--- config.mk ---
export PLATFORM = sky130hd
export DESIGN_NAME = lru_page_replacement
export DESIGN_NICKNAME = d
export VERILOG_FILES = /design/src/rtl/lpr_pkg.sv /design/src/rtl/lpr_frame_table.sv /design/src/rtl/lru_page_replacement.sv
export SDC_FILE = /design/constraint.sdc
export NUM_CORES = 1
export LEC_CHECK = 0
export BUFFER_PORTS_ARGS = -buffer_cell sky130_fd_sc_hd__buf_2
export CAP_MARGIN = 20
export CORE_MARGIN = 2
export CORE_UTILIZATION = 30
export CTS_CLUSTER_SIZE = 30
export DETAILED_ROUTE_END_ITERATION = 10
export HOLD_SLACK_MARGIN = 0.1
export PLACE_DENSITY = 0.51
export SLEW_MARGIN = 10
export SYNTH_ARGS = -nofsm -noshare
export SYNTH_HDL_FRONTEND = slang
export SYNTH_SLANG_ARGS = --single-unit
--- constraint.sdc ---
create_clock -name clk -period 8.05 [get_ports clk]
set_clock_uncertainty 0.05 [all_clocks]
set_input_delay 2.415 -clock clk [delete_from_list [all_inputs] [get_ports clk]]
set_output_delay 2.415 -clock clk [all_outputs]
set_load 0.03 [all_outputs]
--- src/rtl/lpr_pkg.sv ---
// ----------------------------------------------------------------------------
// lpr_pkg
// Shared types and constants for the LRU page replacement block.
// ----------------------------------------------------------------------------
package lpr_pkg;

  localparam int PAGE_W  = 16;   // page field on the ports
  localparam int SLOT_W  = 2;    // frame_slot field on the ports
  localparam int FAULT_W = 32;   // fault counter width
  localparam int CFG_W   = 3;    // active_frames register width
  localparam int ADDR_W  = 3;    // config byte address width
  localparam int DATA_W  = 32;   // config data width

  localparam logic [CFG_W-1:0] ACTIVE_RESET = 3'd3;

  // Register index, taken from config address bit 2 (word address).
  typedef enum logic [0:0] {
    REG_ACTIVE_FRAMES = 1'b0
  } lpr_reg_t;

  // One lookup outcome as it leaves the frame table.
  typedef struct packed {
    logic              hit;
    logic [SLOT_W-1:0] frame_slot;
    logic              evicted_valid;
    logic [PAGE_W-1:0] evicted_page;
  } lpr_result_t;

endpackage

--- src/rtl/lpr_frame_table.sv ---
// ----------------------------------------------------------------------------
// lpr_frame_table
// Frame storage with parallel tag match, LRU victim pick and recency update.
// ----------------------------------------------------------------------------
module lpr_frame_table import lpr_pkg::*; #(
  parameter int FRAMES    = 4,
  parameter int PAGE_BITS = 16
) (
  input  logic                           clk,
  input  logic                           rst_n,
  input  logic                           upd_en,
  input  logic [PAGE_BITS-1:0]           page,
  input  logic [$clog2(FRAMES + 1)-1:0]  act,
  output lpr_result_t                    res
);

  localparam int SW = (FRAMES > 1) ? $clog2(FRAMES) : 1;
  localparam int CW = $clog2(FRAMES + 1);

  logic [PAGE_BITS-1:0] page_r   [FRAMES];
  logic [SW-1:0]        rank_r   [FRAMES];
  logic [FRAMES-1:0]    valid_r;
  logic [CW-1:0]        filled_r;

  logic [PAGE_BITS-1:0] page_nxt [FRAMES];
  logic [SW-1:0]        rank_nxt [FRAMES];
  logic [FRAMES-1:0]    valid_nxt;
  logic [CW-1:0]        filled_nxt;

  logic [FRAMES-1:0]    in_act;
  logic [FRAMES-1:0]    match;
  logic [FRAMES-1:0]    hit_oh;
  logic [FRAMES-1:0]    fill_oh;
  logic [FRAMES-1:0]    victim_oh;
  logic [FRAMES-1:0]    sel_oh;
  logic                 hit;
  logic                 fill;
  logic [SW-1:0]        slot;
  logic [SW-1:0]        old_rank;
  logic [PAGE_BITS-1:0] victim_page;

  // Tag match and victim pick over the active frames.
  always_comb begin
    for (int j = 0; j < FRAMES; j++) begin
      in_act[j]  = (CW'(j) < act);
      match[j]   = valid_r[j] & in_act[j] & (page_r[j] == page);
      fill_oh[j] = (CW'(j) == filled_r);
    end
    // lowest matching frame wins
    hit_oh = match & (~match + FRAMES'(1));
    hit    = |match;
    fill   = !hit && (filled_r < act);

    // oldest active frame; equal ranks go to the lower index
    for (int j = 0; j < FRAMES; j++) begin
      victim_oh[j] = in_act[j];
      for (int k = 0; k < FRAMES; k++) begin
        if (in_act[k] && ((rank_r[k] > rank_r[j]) || ((rank_r[k] == rank_r[j]) && (k < j)))) begin
          victim_oh[j] = 1'b0;
        end
      end
    end

    priority if (hit) begin
      sel_oh = hit_oh;
    end else if (fill) begin
      sel_oh = fill_oh;
    end else begin
      sel_oh = victim_oh;
    end

    slot        = '0;
    old_rank    = '0;
    victim_page = '0;
    for (int j = 0; j < FRAMES; j++) begin
      if (sel_oh[j]) begin
        slot     = slot | SW'(j);
        old_rank = old_rank | rank_r[j];
      end
      if (victim_oh[j]) begin
        victim_page = victim_page | page_r[j];
      end
    end
  end

  // Recency refresh and frame fill.
  always_comb begin
    for (int j = 0; j < FRAMES; j++) begin
      page_nxt[j]  = page_r[j];
      rank_nxt[j]  = rank_r[j];
      valid_nxt[j] = valid_r[j] | (fill & sel_oh[j]);
      if (sel_oh[j]) begin
        rank_nxt[j] = '0;
        if (!hit) begin
          page_nxt[j] = page;
        end
      end else if (valid_r[j] && (fill || (rank_r[j] < old_rank))) begin
        rank_nxt[j] = rank_r[j] + SW'(1);
      end
    end
    filled_nxt = filled_r + CW'(fill);
  end

  always_comb begin
    res.hit           = hit;
    res.frame_slot    = SLOT_W'(slot);
    res.evicted_valid = !hit && !fill;
    res.evicted_page  = (!hit && !fill) ? PAGE_W'(victim_page) : '0;
  end

  always_ff @(posedge clk) begin
    if (!rst_n) begin
      valid_r  <= '0;
      filled_r <= '0;
      for (int j = 0; j < FRAMES; j++) begin
        rank_r[j] <= '0;
      end
    end else if (upd_en) begin
      valid_r  <= valid_nxt;
      filled_r <= filled_nxt;
      for (int j = 0; j < FRAMES; j++) begin
        rank_r[j] <= rank_nxt[j];
      end
    end
  end

  always_ff @(posedge clk) begin
    if (upd_en) begin
      for (int j = 0; j < FRAMES; j++) begin
        page_r[j] <= page_nxt[j];
      end
    end
  end

endmodule

--- src/rtl/lru_page_replacement.sv ---
// ----------------------------------------------------------------------------
// lru_page_replacement
// LRU page replacement unit: one page reference in, one hit/fault word out.
// ----------------------------------------------------------------------------
//
//  Channel  Direction  Handshake            Word
//  -------  ---------  -------------------  ---------------------------------
//  in_      input      in_valid/in_ready    page
//  out_     output     out_valid/out_ready  hit, frame_slot, evicted_valid,
//                                           evicted_page, fault_count
//  cfg_     APB slave  psel/penable/pready  active_frames at byte address 0
//
//  One word per cycle sustained while out_ready holds high; a taken word passes
//  through the input register, then the output register that drives out_valid.
//  The input register feeds the frame table, whose match, LRU pick and rank
//  update are all combinational and land in the frame state and the output
//  register at the same edge, so the next word sees the updated frames.
//  Reset (rst_n low, synchronous) empties all frames and clears the fault
//  count; active_frames returns to 3. No clearing pass is needed.
//  A stalled output holds its word; the input register still accepts one
//  word behind it, then in_ready drops until out_ready returns.
//
module lru_page_replacement import lpr_pkg::*; #(
  parameter int FRAMES    = 4,
  parameter int PAGE_BITS = 16
) (
  input  logic               clk,
  input  logic               rst_n,

  input  logic               cfg_psel,
  input  logic               cfg_penable,
  input  logic               cfg_pwrite,
  input  logic [ADDR_W-1:0]  cfg_paddr,
  input  logic [DATA_W-1:0]  cfg_pwdata,
  output logic [DATA_W-1:0]  cfg_prdata,
  output logic               cfg_pready,

  input  logic               in_valid,
  output logic               in_ready,
  input  logic [PAGE_W-1:0]  in_page,

  output logic               out_valid,
  input  logic               out_ready,
  output logic               out_hit,
  output logic [SLOT_W-1:0]  out_frame_slot,
  output logic               out_evicted_valid,
  output logic [PAGE_W-1:0]  out_evicted_page,
  output logic [FAULT_W-1:0] out_fault_count
);

  localparam int CW = $clog2(FRAMES + 1);

  logic [CFG_W-1:0]     active_r;
  logic                 s1_valid_r;
  logic [PAGE_BITS-1:0] s1_page_r;
  logic                 out_valid_r;
  lpr_result_t          out_res_r;
  logic [FAULT_W-1:0]   fault_r;
  logic [FAULT_W-1:0]   fault_nxt;

  logic                 cfg_wr;
  logic                 advance;
  logic                 proc;
  logic [CW-1:0]        act;
  lpr_result_t          res;

  // --- configuration port --------------------------------------------------
  assign cfg_pready = 1'b1;
  assign cfg_wr     = cfg_psel & cfg_penable & cfg_pwrite & cfg_pready;
  assign cfg_prdata = (cfg_paddr[2] == REG_ACTIVE_FRAMES) ? DATA_W'(active_r) : '0;

  always_ff @(posedge clk) begin
    if (!rst_n) begin
      active_r <= ACTIVE_RESET;
    end else if (cfg_wr && (cfg_paddr[2] == REG_ACTIVE_FRAMES)) begin
      active_r <= cfg_pwdata[CFG_W-1:0];
    end
  end

  // Clamp the frame count: zero acts as one, anything above FRAMES as FRAMES.
  always_comb begin
    priority if (active_r == '0) begin
      act = CW'(1);
    end else if (32'(active_r) > 32'(FRAMES)) begin
      act = CW'(FRAMES);
    end else begin
      act = CW'(active_r);
    end
  end

  // --- flow control ----------------------------------------------------------
  // Advance the input register into the output register whenever the output
  // is empty or being taken; accept a new word whenever the input register
  // is empty or empties in the same cycle.
  assign advance  = !out_valid_r || out_ready;
  assign proc     = s1_valid_r && advance;
  assign in_ready = !s1_valid_r || advance;

  always_ff @(posedge clk) begin
    if (!rst_n) begin
      s1_valid_r <= 1'b0;
    end else if (in_valid && in_ready) begin
      s1_valid_r <= 1'b1;
    end else if (advance) begin
      s1_valid_r <= 1'b0;
    end
  end

  always_ff @(posedge clk) begin
    if (in_valid && in_ready) begin
      s1_page_r <= PAGE_BITS'(in_page);
    end
  end

  // --- frame table -----------------------------------------------------------
  lpr_frame_table #(
    .FRAMES    (FRAMES),
    .PAGE_BITS (PAGE_BITS)
  ) u_table (
    .clk    (clk),
    .rst_n  (rst_n),
    .upd_en (proc),
    .page   (s1_page_r),
    .act    (act),
    .res    (res)
  );

  // --- fault counter: count every miss, hold at all ones ---------------------
  assign fault_nxt = (!res.hit && (fault_r != '1)) ? fault_r + FAULT_W'(1) : fault_r;

  always_ff @(posedge clk) begin
    if (!rst_n) begin
      fault_r <= '0;
    end else if (proc) begin
      fault_r <= fault_nxt;
    end
  end

  // --- output register -------------------------------------------------------
  // fault_r changes only when a new word loads, so it doubles as the output.
  always_ff @(posedge clk) begin
    if (!rst_n) begin
      out_valid_r <= 1'b0;
    end else if (advance) begin
      out_valid_r <= s1_valid_r;
    end
  end

  always_ff @(posedge clk) begin
    if (proc) begin
      out_res_r <= res;
    end
  end

  assign out_valid         = out_valid_r;
  assign out_hit           = out_res_r.hit;
  assign out_frame_slot    = out_res_r.frame_slot;
  assign out_evicted_valid = out_res_r.evicted_valid;
  assign out_evicted_page  = out_res_r.evicted_page;
  assign out_fault_count   = fault_r;

endmodule

==> run summary, run 1 <==
Outcome -> finished clean
Sink Count -> 152
Total track usage -> 14.7%
Filler cell count -> 2441
Worst VDD drop -> 0.135 mV
# rows -> 57
Worst-Margin Slew -> 1050 ps
Area of the mapped netlist -> 7530 um2
CTS max path bufs -> 2
Overall power -> 0.00188 W
GR Overflow Total -> 0
Crit Path Max Fanout -> 4
Top-count cell post-synth -> edfxtp_1
CP Data Required Time -> 5590 ps
RSZ-0062 raised after global routing -> false
CP endpoint -> in_ready
Layout area overhead -> 17.2%
CTS buffer count -> 17
R2r worst-path depth -> 13
Flop-to-flop setup slack -> 3430 ps
DR WL/cell -> 17.7 um
Vias in the first global route -> 5042
CTS tree -> built
PostCTS Resize Cnt -> 0
Critical Path AT -> 2970 ps
Reg area -> 4120 um2
First-pass iteration count of the detailed router -> 5
Core area -> 24500 um2
Worst rel slew slack -> 30.0%
Final Hold Fails -> 0
Initial Utilization -> 30.8%
Largest net degree at the start of global routing -> 38
Yosys cell types -> 60
Setup Fix Bufs, Post-CTS -> 0
Syn_area_per_cell -> 11.3 um2
Crit Reg-Reg Startpoint -> active_r[2]
Synth cell count leaders -> 108 x edfxtp_1, 47 x xor2_1, 46 x nand2_1
FF+latch count, synth -> 152
Final nets -> 833
Leak -> 3.23 nW
Chip width -> 162 um
Via count -> 5354
HP Class -> register to register
Setup TNS -> 0 ps
Reg clk slew, reported paths -> 60 ps
Clock root buffer -> clkbuf_16
Post-synth EDFFs -> 108
Main area contributors after synthesis -> edfxtp_1 43%, dfxtp_1 12%, xor2_1 5.5%
Final Critical Period -> 5440 ps
Register area share after synthesis -> 54.8%
Gate Count Post-Synth -> 668
Port Buf Inserts -> 83
R2r endpoint -> u_table.rank_r[1][1]
First-pass GRT wire length -> 29600 um
Antenna Cells -> 0
Final HPWL DP -> 13300 um
Setup crit end kind -> primary output
Routed Antenna Nets -> 0
Vias per std cell -> 4.91
CP Launch Point -> out_ready
Synth area leader -> edfxtp_1
Primary FF master, synth -> edfxtp_1
Global placement routability congestion -> 0.806
Die Ht -> 162 um
Residual DRC -> 0
Max-cap violations -> 0
Initial drt markers -> 534
Die ar. -> 26400 um2
Hold_buf cts -> 0
Peak Freq -> 184 MHz
Clock Latency Late Sink -> 420 ps
Initial antenna violation count -> 0
Share of post-route cells with drive strength above 1 -> 18.1%
Startpoint Class -> primary input
Final max-slew violation count -> 0
H-tree depth reported by CTS -> 4
Pwr/cell area -> 214 nW/um2
Synth warn -> 0
Period Utilization, post-route -> 67.6%
Multi-input gate area -> 3160 um2
Setup Viol. Count Final -> 0
Async set or reset register ratio after synthesis -> 0%
Share of the synthesized area in the top cell type -> 43.1%
Post-Route WL -> 19300 um
Crit Path Category -> primary input to primary output
IO Pins -> 145
layer usage:
metal	track usage (%)	vias to the layer above	routed length [um]
met5	0	-	0
met4	4.10	0	244
met3	2.52	18	774
met2	23.0	137	8880
met1	20.9	2587	9390
li1	-	2612	-
placed cells by master, fill, tap and decap left out, drive strengths merged, types with 3 or more instances in the layout:
| master | count |
|---|---|
| nor4 | 17 |
| nand2 | 46 |
| clkinv | 3 |
| and3 | 5 |
| o21ai | 24 |
| nor2 | 37 |
| dfxtp | 44 |
| a31oi | 3 |
| clkinvlp | 4 |
| mux2i | 8 |
| ha | 21 |
| xor2 | 47 |
| inv | 29 |
| or3 | 15 |
| nor3b | 4 |
| or2 | 4 |
| a211oi | 8 |
| o221ai | 3 |
| o211ai | 3 |
| nor2b | 9 |
| nand4 | 16 |
| a222oi | 16 |
| nor3 | 17 |
| nand2b | 3 |
| a21oi | 45 |
| o31ai | 6 |
| and2 | 6 |
| conb | 30 |
| and4 | 5 |
| xnor2 | 31 |
| or4 | 4 |
| nand4b | 3 |
| nand3 | 17 |
| edfxtp | 108 |
| clkbuf | 17 |
| buf | 89 |
kinds of logic (layout without fill, tap and decap cells):
kind of cell	count (synthesis)	in the layout	share of synthesized area, %
AO/OA/AOI/OAI	121	121	10.5
XOR/XNOR	78	78	9.07
adder cells (fa/ha/maj)	21	21	3.49
buffers and inverters	73	144	5.15
flip-flops	152	152	54.8
multiplexers	10	10	1.36
other	2	30	0.0997
AND/OR/NAND/NOR	211	211	15.6
layout make-up:
type	count	share of cell area, %
clock buffers	17	4.82
well taps	324	4.59
flip-flops and latches	152	46.7
repair buffers	89	5.22
inverters	23	0.978
multi-input cells	471	35.8
clock inverters	15	1.86
through the flow:
step	setup WS (ps)	cells	hold WS, ps	area [um2]	utilization [%]
2_1_floorplan	2570	696	397	7640	-
3_3_place_gp	2590	1059	436	8240	33.7
3_5_place_dp	2540	1059	445	8240	33.7
4_1_cts	2600	1091	454	8820	36.1
5_1_grt	2500	1091	483	8820	36.1
6_report	2610	1091	450	8820	36.1
worst min-delay path by stage:
stage | depth (start not counted) | slack, ps | startpoint | end
floorplan | 2 | 400 | u_table.valid_r[3] | u_table.valid_r[3]
global placement | 2 | 440 | out_fault_count[19] | out_fault_count[19]
detailed placement | 2 | 450 | out_fault_count[30] | out_fault_count[30]
CTS | 2 | 450 | out_fault_count[30] | out_fault_count[30]
global route | 2 | 480 | out_fault_count[26] | out_fault_count[26]
finish | 2 | 450 | out_fault_count[19] | out_fault_count[19]
worst max-delay path, cell delays in order:
cell,delay (ps)
buf_2,100
nor2b_1,190
nand2_1,90
buf_2,180
sequential cells by signal, indices dropped and copies added (netlist names):
signal             count
u_table.filled_r       3
out_evicted_valid      1
u_table.rank_r         8
active_r               3
out_fault_count       32
s1_valid_r             1
out_evicted_page      16
u_table.page_r        64
s1_page_r             16
out_frame_slot         2
out_hit                1
out_valid              1
u_table.valid_r        4
where the power goes:
group,total (W),switching (W),internal [W]
logic,0.000190,0.000128,0.0000623
registers,0.000887,0.0000264,0.000861
clock network,0.000807,0.000344,0.000464
total,0.00188,0.000498,0.00139
(Power assumes the default switching activity.)
==> inputs of run 2 (changes only) <==
--- a/config.mk
+++ b/config.mk
@@ -12,7 +12,7 @@
 export CTS_CLUSTER_SIZE = 30
 export DETAILED_ROUTE_END_ITERATION = 10
 export HOLD_SLACK_MARGIN = 0.1
-export PLACE_DENSITY = 0.51
+export PLACE_DENSITY = 0.52
 export SLEW_MARGIN = 10
 export SYNTH_ARGS = -nofsm -noshare
 export SYNTH_HDL_FRONTEND = slang
==> constraint.sdc (replaced) <==
create_clock -name clk -period 5 [get_ports clk]
set_clock_uncertainty 0.05 [all_clocks]
set_input_delay 1.5 -clock clk [delete_from_list [all_inputs] [get_ports clk]]
set_output_delay 1.5 -clock clk [all_outputs]
set_load 0.03 [all_outputs]
==> run 2 against run 1 <==
- register-to-register slack worse by 2900 ps
- power is 60% higher
- global-route usage is 0.062 points lower
- sequential power is 61% higher
- first-iteration DRC count is 9.4% lower
- sequential cell count stayed put
- core utilization is 0.19 points higher
- clock power is 57% higher
- critical path depth is 9 higher
- combinational power is 63% higher
- routed wire length is 1.3% lower
- critical path type is now register to register
- largest cell class unchanged
- largest power group unchanged
- highest routed layer unchanged
==> run summary, run 2 (synthesis results as in run 1) <==
Startpoint Class -> register
Largest reg by FF count -> u_table.page_r
CP Data Required Time -> 5020 ps
Worst-Margin Slew -> 850 ps
Final max-slew violation count -> 0
Setup TNS -> 0 ps
Antenna Cells -> 0
Outcome -> finished clean
Most common cell after layout, fill and taps aside -> edfxtp_1
Clock Latency Late Sink -> 430 ps
Clock root buffer -> clkbuf_16
Post-Route WL -> 19000 um
Pwr/cell area -> 339 nW/um2
Final Hold Fails -> 0
Peak Freq -> 224 MHz
RSZ-0062 raised after global routing -> false
Initial drt markers -> 484
Residual DRC -> 0
Crit Path Max Fanout -> 8
Crit Reg-Reg Startpoint -> active_r[2]
Leak -> 3.29 nW
Pre-CTS setup slack -> 594 ps
# rows -> 57
Flop-to-flop setup slack -> 540 ps
R2r endpoint -> u_table.rank_r[1][0]
Period Utilization, post-route -> 89.3%
CTS max path bufs -> 2
Setup Viol. Count Final -> 0
Commonest cells after routing, fill and taps aside -> 108 x edfxtp_1, 83 x buf_2, 47 x xor2_1
Total track usage -> 14.6%
Hold path endpoint -> out_fault_count[19]
Port Buf Inserts -> 83
Hold depth -> 2
Final Critical Period -> 4460 ps
Hold_buf cts -> 0
Global placement routability congestion -> 0.796
Filler cell count -> 2421
PostCTS Resize Cnt -> 0
First-pass iteration count of the detailed router -> 7
Overall power -> 0.00301 W
DR WL/cell -> 17.3 um
R2r worst-path depth -> 13
IO Pins -> 145
First-pass GRT wire length -> 29200 um
Hold path start -> out_fault_count[19]
Chip width -> 162 um
Final HPWL DP -> 13300 um
Reg clk slew, reported paths -> 70 ps
CTS buffer count -> 17
Vias per std cell -> 4.92
H-tree depth reported by CTS -> 4
Die ar. -> 26400 um2
HP Class -> register to register
Via count -> 5414
GR Overflow Total -> 0
Max FFs per register -> 64
Worst VDD drop -> 0.247 mV
Share of post-route cells with drive strength above 1 -> 19.3%
Sink Count -> 152
Layout area overhead -> 17.8%
Worst setup margin -> 536 ps
Crit Path Category -> register to register
Critical Path AT -> 4490 ps
Final nets -> 842
Core area -> 24500 um2
Largest net degree at the start of global routing -> 38
Max-cap violations -> 0
Initial antenna violation count -> 0
Vias in the first global route -> 5050
Setup crit end kind -> register
Initial Utilization -> 30.8%
Die Ht -> 162 um
Setup Fix Bufs, Post-CTS -> 0
Routed Antenna Nets -> 0
CTS tree -> built
Worst rel slew slack -> 43.2%
run 2: changes by cell type in the layout (fill, tap and decap cells not counted), moves of 2 or more:
cell and change:
buf_4 +9, clkinvlp_4 -3, inv_6 +2, clkinv_1 -2
clkinv_2 +2
run 2: through the flow:
stage                     cells  util [%]  hold slack [ps]  cell area, um2
after CTS                  1100      36.3              448            8870
after global routing       1100      36.3              484            8870
after floorplan             696         -              397            7640
after detailed placement   1068      33.9              438            8290
final                      1100      36.3              440            8870
after global placement     1068      33.9              433            8290
run 2: cell type report:
cell class	instances	area, um2	area share (%)
inverter	23	86.3	0.973
clock buffer	17	425	4.80
sequential	152	4120	46.5
multi-input combinational	471	3150	35.5
tap	324	405	4.57
clock inverter	15	156	1.76
timing repair buffer	98	528	5.95
run 2: where the power goes:
part	internal, W	total (W)	switching, W
sequential	0.00139	0.00143	0.0000418
combinational	0.000104	0.000310	0.000205
clock	0.000705	0.00127	0.000564
run 2: worst max path at each step:
stage                     start                   end  slack [ps]  depth (start not counted)
floorplan             out_ready  u_table.page_r[1][0]         430                          6
global placement    active_r[2]  u_table.rank_r[1][0]         620                         13
detailed placement  active_r[2]  u_table.rank_r[1][0]         590                         13
CTS                 active_r[2]  u_table.rank_r[1][1]         580                         13
global route        active_r[2]  u_table.rank_r[2][0]         190                         14
finish              active_r[2]  u_table.rank_r[1][0]         540                         13
run 2: worst max-delay path: stages (launching register included):
cell	delay, ps
dfxtp_1	520
inv_1	250
nand2_1	130
ha_1	230
o31ai_1	90
a21o_1	340
mux2_2	370
a21oi_1	350
nor2_1	210
a22o_1	220
a211oi_1	480
ha_1	340
nor4b_1	140
a211oi_1	390
run 2: layer usage:
layer | vias to the layer above | global-route usage (%) | wire [um]
li1 | 2637 | - | -
met1 | 2613 | 21.1 | 9130
met2 | 150 | 22.5 | 8850
met3 | 14 | 2.44 | 854
met4 | 0 | 4.26 | 212
met5 | - | 0 | 0
==> inputs of run 3 (changes only) <==
--- a/config.mk
+++ b/config.mk
@@ -16,4 +16,5 @@
 export SLEW_MARGIN = 10
 export SYNTH_ARGS = -nofsm -noshare
 export SYNTH_HDL_FRONTEND = slang
+export SYNTH_HIERARCHICAL = 1
 export SYNTH_SLANG_ARGS = --single-unit
==> run 3 against run 2 <==
- combinational power up 19%
- worst hold slack better by 3.8 ps
- routed wire length down 0.52%
- count of clock-buffer cells in the layout up 3
- sequential cell count unchanged
- design area up 2.4%
- non-clock buffer count down 4
- via count up 2.8%
- first-iteration DRC count down 1.9%
- area after synthesis up 3.9%
- clock power about the same
- die area up 3.8%
- critical endpoint is now u_table/rank_r[1][0]
==> run summary, run 3 <==
Initial drt markers -> 475
Sink Count -> 152
Max-cap violations -> 0
CTS tree -> built
Initial antenna violation count -> 0
Gate Count Post-Synth -> 693
Initial Utilization -> 30.3%
Final Hold Fails -> 0
Main area contributors after synthesis -> edfxtp_1 41%, dfxtp_1 11%, xor2_1 4.8%
Gate power share -> 11.9%
FF+latch count, synth -> 152
Setup TNS -> 0 ps
Startpoint Class -> register
CP most frequent cell -> ha_1
Top-count cell post-synth -> edfxtp_1
Primary FF master, synth -> edfxtp_1
Hold path start -> out_fault_count[30]
Largest reg by FF count -> u_table/page_r
Sequential share of power -> 46.5%
Register area share after synthesis -> 52.7%
Post-Route WL -> 18900 um
Largest stage delay on the critical path -> 760 ps
CP Data Required Time -> 5060 ps
Pwr/cell area -> 339 nW/um2
Outcome -> finished clean
Antenna Cells -> 0
Syn_area_per_cell -> 11.3 um2
H-tree depth reported by CTS -> 4
Leak -> 3.34 nW
CP bufs+invs -> 1
Flop-to-flop setup slack -> 500 ps
Pre-CTS setup slack -> 477 ps
Period Utilization, post-route -> 90.1%
Final instance area -> 9090 um2
Port Buf Inserts -> 83
Filler cell count -> 2594
Worst rel slew slack -> 34.6%
HP Class -> register to register
Peak Freq -> 222 MHz
Delay-heaviest family, CP -> compound AO/OA/AOI/OAI gates
Commonest cells after routing, fill and taps aside -> 108 x edfxtp_1, 83 x buf_2, 49 x nor2_1
Layout area overhead -> 16.1%
CTS buffer count -> 17
R2r worst-path depth -> 10
Worst-Margin Slew -> 979 ps
Clock group share of total power -> 41.5%
Async set or reset register ratio after synthesis -> 0%
Crit Path Category -> register to register
Total track usage -> 14.4%
Synth warn -> 6
Hold depth -> 2
Setup crit end kind -> register
RSZ-0062 raised after global routing -> false
Critical Path AT -> 4560 ps
Hold_buf cts -> 0
Share of the synthesized area in the top cell type -> 41.4%
Max FFs per register -> 64
Internal power -> 0.00226 W
First-pass GRT wire length -> 29900 um
GR Overflow Total -> 0
Die Ht -> 166 um
Clock Latency Late Sink -> 430 ps
Final Critical Period -> 4500 ps
Reg clk slew, reported paths -> 70 ps
Largest net degree at the start of global routing -> 42
CTS max path bufs -> 2
Die ar. -> 27400 um2
Vias per std cell -> 4.94
Post-synth EDFFs -> 108
CP cell instances -> inv_1 > ha_1 > o2bb2ai_1 > mux2_1 > a21oi_1 > nor2_1 > a211oi_1 > ha_1 > and4b_1 > a211oi_2
Final nets -> 858
Worst setup margin -> 497 ps
Vias in the first global route -> 5282
R2r endpoint -> u_table/rank_r[1][0]
Switching Fraction -> 26.6%
Residual DRC -> 0
Switching Power -> 0.000819 W
Chip width -> 166 um
First-pass iteration count of the detailed router -> 4
Share of post-route cells with drive strength above 1 -> 18.4%
Setup Fix Bufs, Post-CTS -> 0
Core area -> 25800 um2
Setup Viol. Count Final -> 0
Worst VDD drop -> 0.211 mV
Via count -> 5567
Synth area leader -> edfxtp_1
Placed cell area -> 8510 um2
# rows -> 59
DR WL/cell -> 16.8 um
Hold path endpoint -> out_fault_count[30]
Yosys cell types -> 65
PostCTS Resize Cnt -> 0
Synth cell count leaders -> 108 x edfxtp_1, 49 x nor2_1, 44 x dfxtp_1
Crit Reg-Reg Startpoint -> active_r[2]
Most common cell after layout, fill and taps aside -> edfxtp_1
IO Pins -> 145
Final HPWL DP -> 13500 um
Global placement routability congestion -> 0.786
Final max-slew violation count -> 0
Crit Path Max Fanout -> 12
Clock root buffer -> clkbuf_16
Crit-path slowest cell -> dfxtp_1
Area of the mapped netlist -> 7830 um2
Routed Antenna Nets -> 0
run 3: cell types whose count changed in the layout (fill, tap and decap cells not counted), moves of 7 or more:
cell and delta:
nor2_1 +12, a21oi_1 -12, a222oi_1 -16, or4_1 +8
nand2b_1 +10, a221oi_1 +17, nand4_1 +8, nand2_1 -14
nand3_1 -7, a22o_1 +16
run 3: logic make-up (layout without fill, tap and decap cells):
kind of cell / after synthesis / in the layout / synth area share (%)
xor gates and xnor gates: 72 / 72 / 8.05
and+or+nand+nor: 232 / 232 / 16.9
other: 2 / 30 / 0.0959
buffers and inverters: 77 / 148 / 5.59
AOI/OAI and AO/OA: 125 / 125 / 11.7
muxes: 12 / 12 / 1.58
adders and majority gates: 21 / 21 / 3.36
DFF: 152 / 152 / 52.7
run 3: routing by layer:
| layer | wire length [um] | track usage (%) |
|---|---|---|
| met1 | 9100 | 19.9 |
| met2 | 8550 | 22.4 |
| met3 | 1050 | 3.05 |
| met4 | 250 | 4.51 |
| met5 | 0 | 0 |
run 3: power groups by stage:
stage	clock network, W	registers (W)	logic [W]
after detailed placement	0	0.00146	0.000370
after global placement	0	0.00146	0.000367
after global routing	0.00136	0.00144	0.000409
after CTS	0.00131	0.00144	0.000371
after floorplan	0	0.00146	0.000267
final	0.00128	0.00143	0.000368
run 3: through the flow:
step / power, W / instances / utilization, % / hold slack, ps
2_1_floorplan: 0.00173 / 721 / - / 395
3_3_place_gp: 0.00183 / 1095 / 32.9 / 431
3_5_place_dp: 0.00183 / 1095 / 32.9 / 437
4_1_cts: 0.00312 / 1127 / 35.2 / 447
5_1_grt: 0.00321 / 1127 / 35.2 / 478
6_report: 0.00308 / 1127 / 35.2 / 444
run 3: layout make-up:
type / count / area [um2] / area share, %
flip-flops and latches: 152 / 4120 / 45.4
well taps: 335 / 419 / 4.61
multi-input cells: 492 / 3380 / 37.2
clock inverters: 12 / 141 / 1.56
clock buffers: 20 / 437 / 4.81
repair buffers: 94 / 498 / 5.48
inverters: 22 / 82.6 / 0.909
run 3: worst min-delay path, cell delays in order (launching register included):
cell and delay [ps]:
dfxtp_1 330, o41ai_1 60, a21oi_1 60
run 3: how the worst max path moves through the flow:
stage | startpoint | end | slack [ps] | cells past startpoint
after floorplan | out_ready | u_table/page_r[2][0] | 510 | 4
after global placement | active_r[2] | u_table/rank_r[1][0] | 520 | 10
after detailed placement | active_r[2] | u_table/rank_r[1][0] | 480 | 10
after CTS | active_r[2] | u_table/rank_r[1][1] | 450 | 10
after global routing | active_r[2] | u_table/rank_r[1][0] | 20 | 11
final | active_r[2] | u_table/rank_r[1][0] | 500 | 10
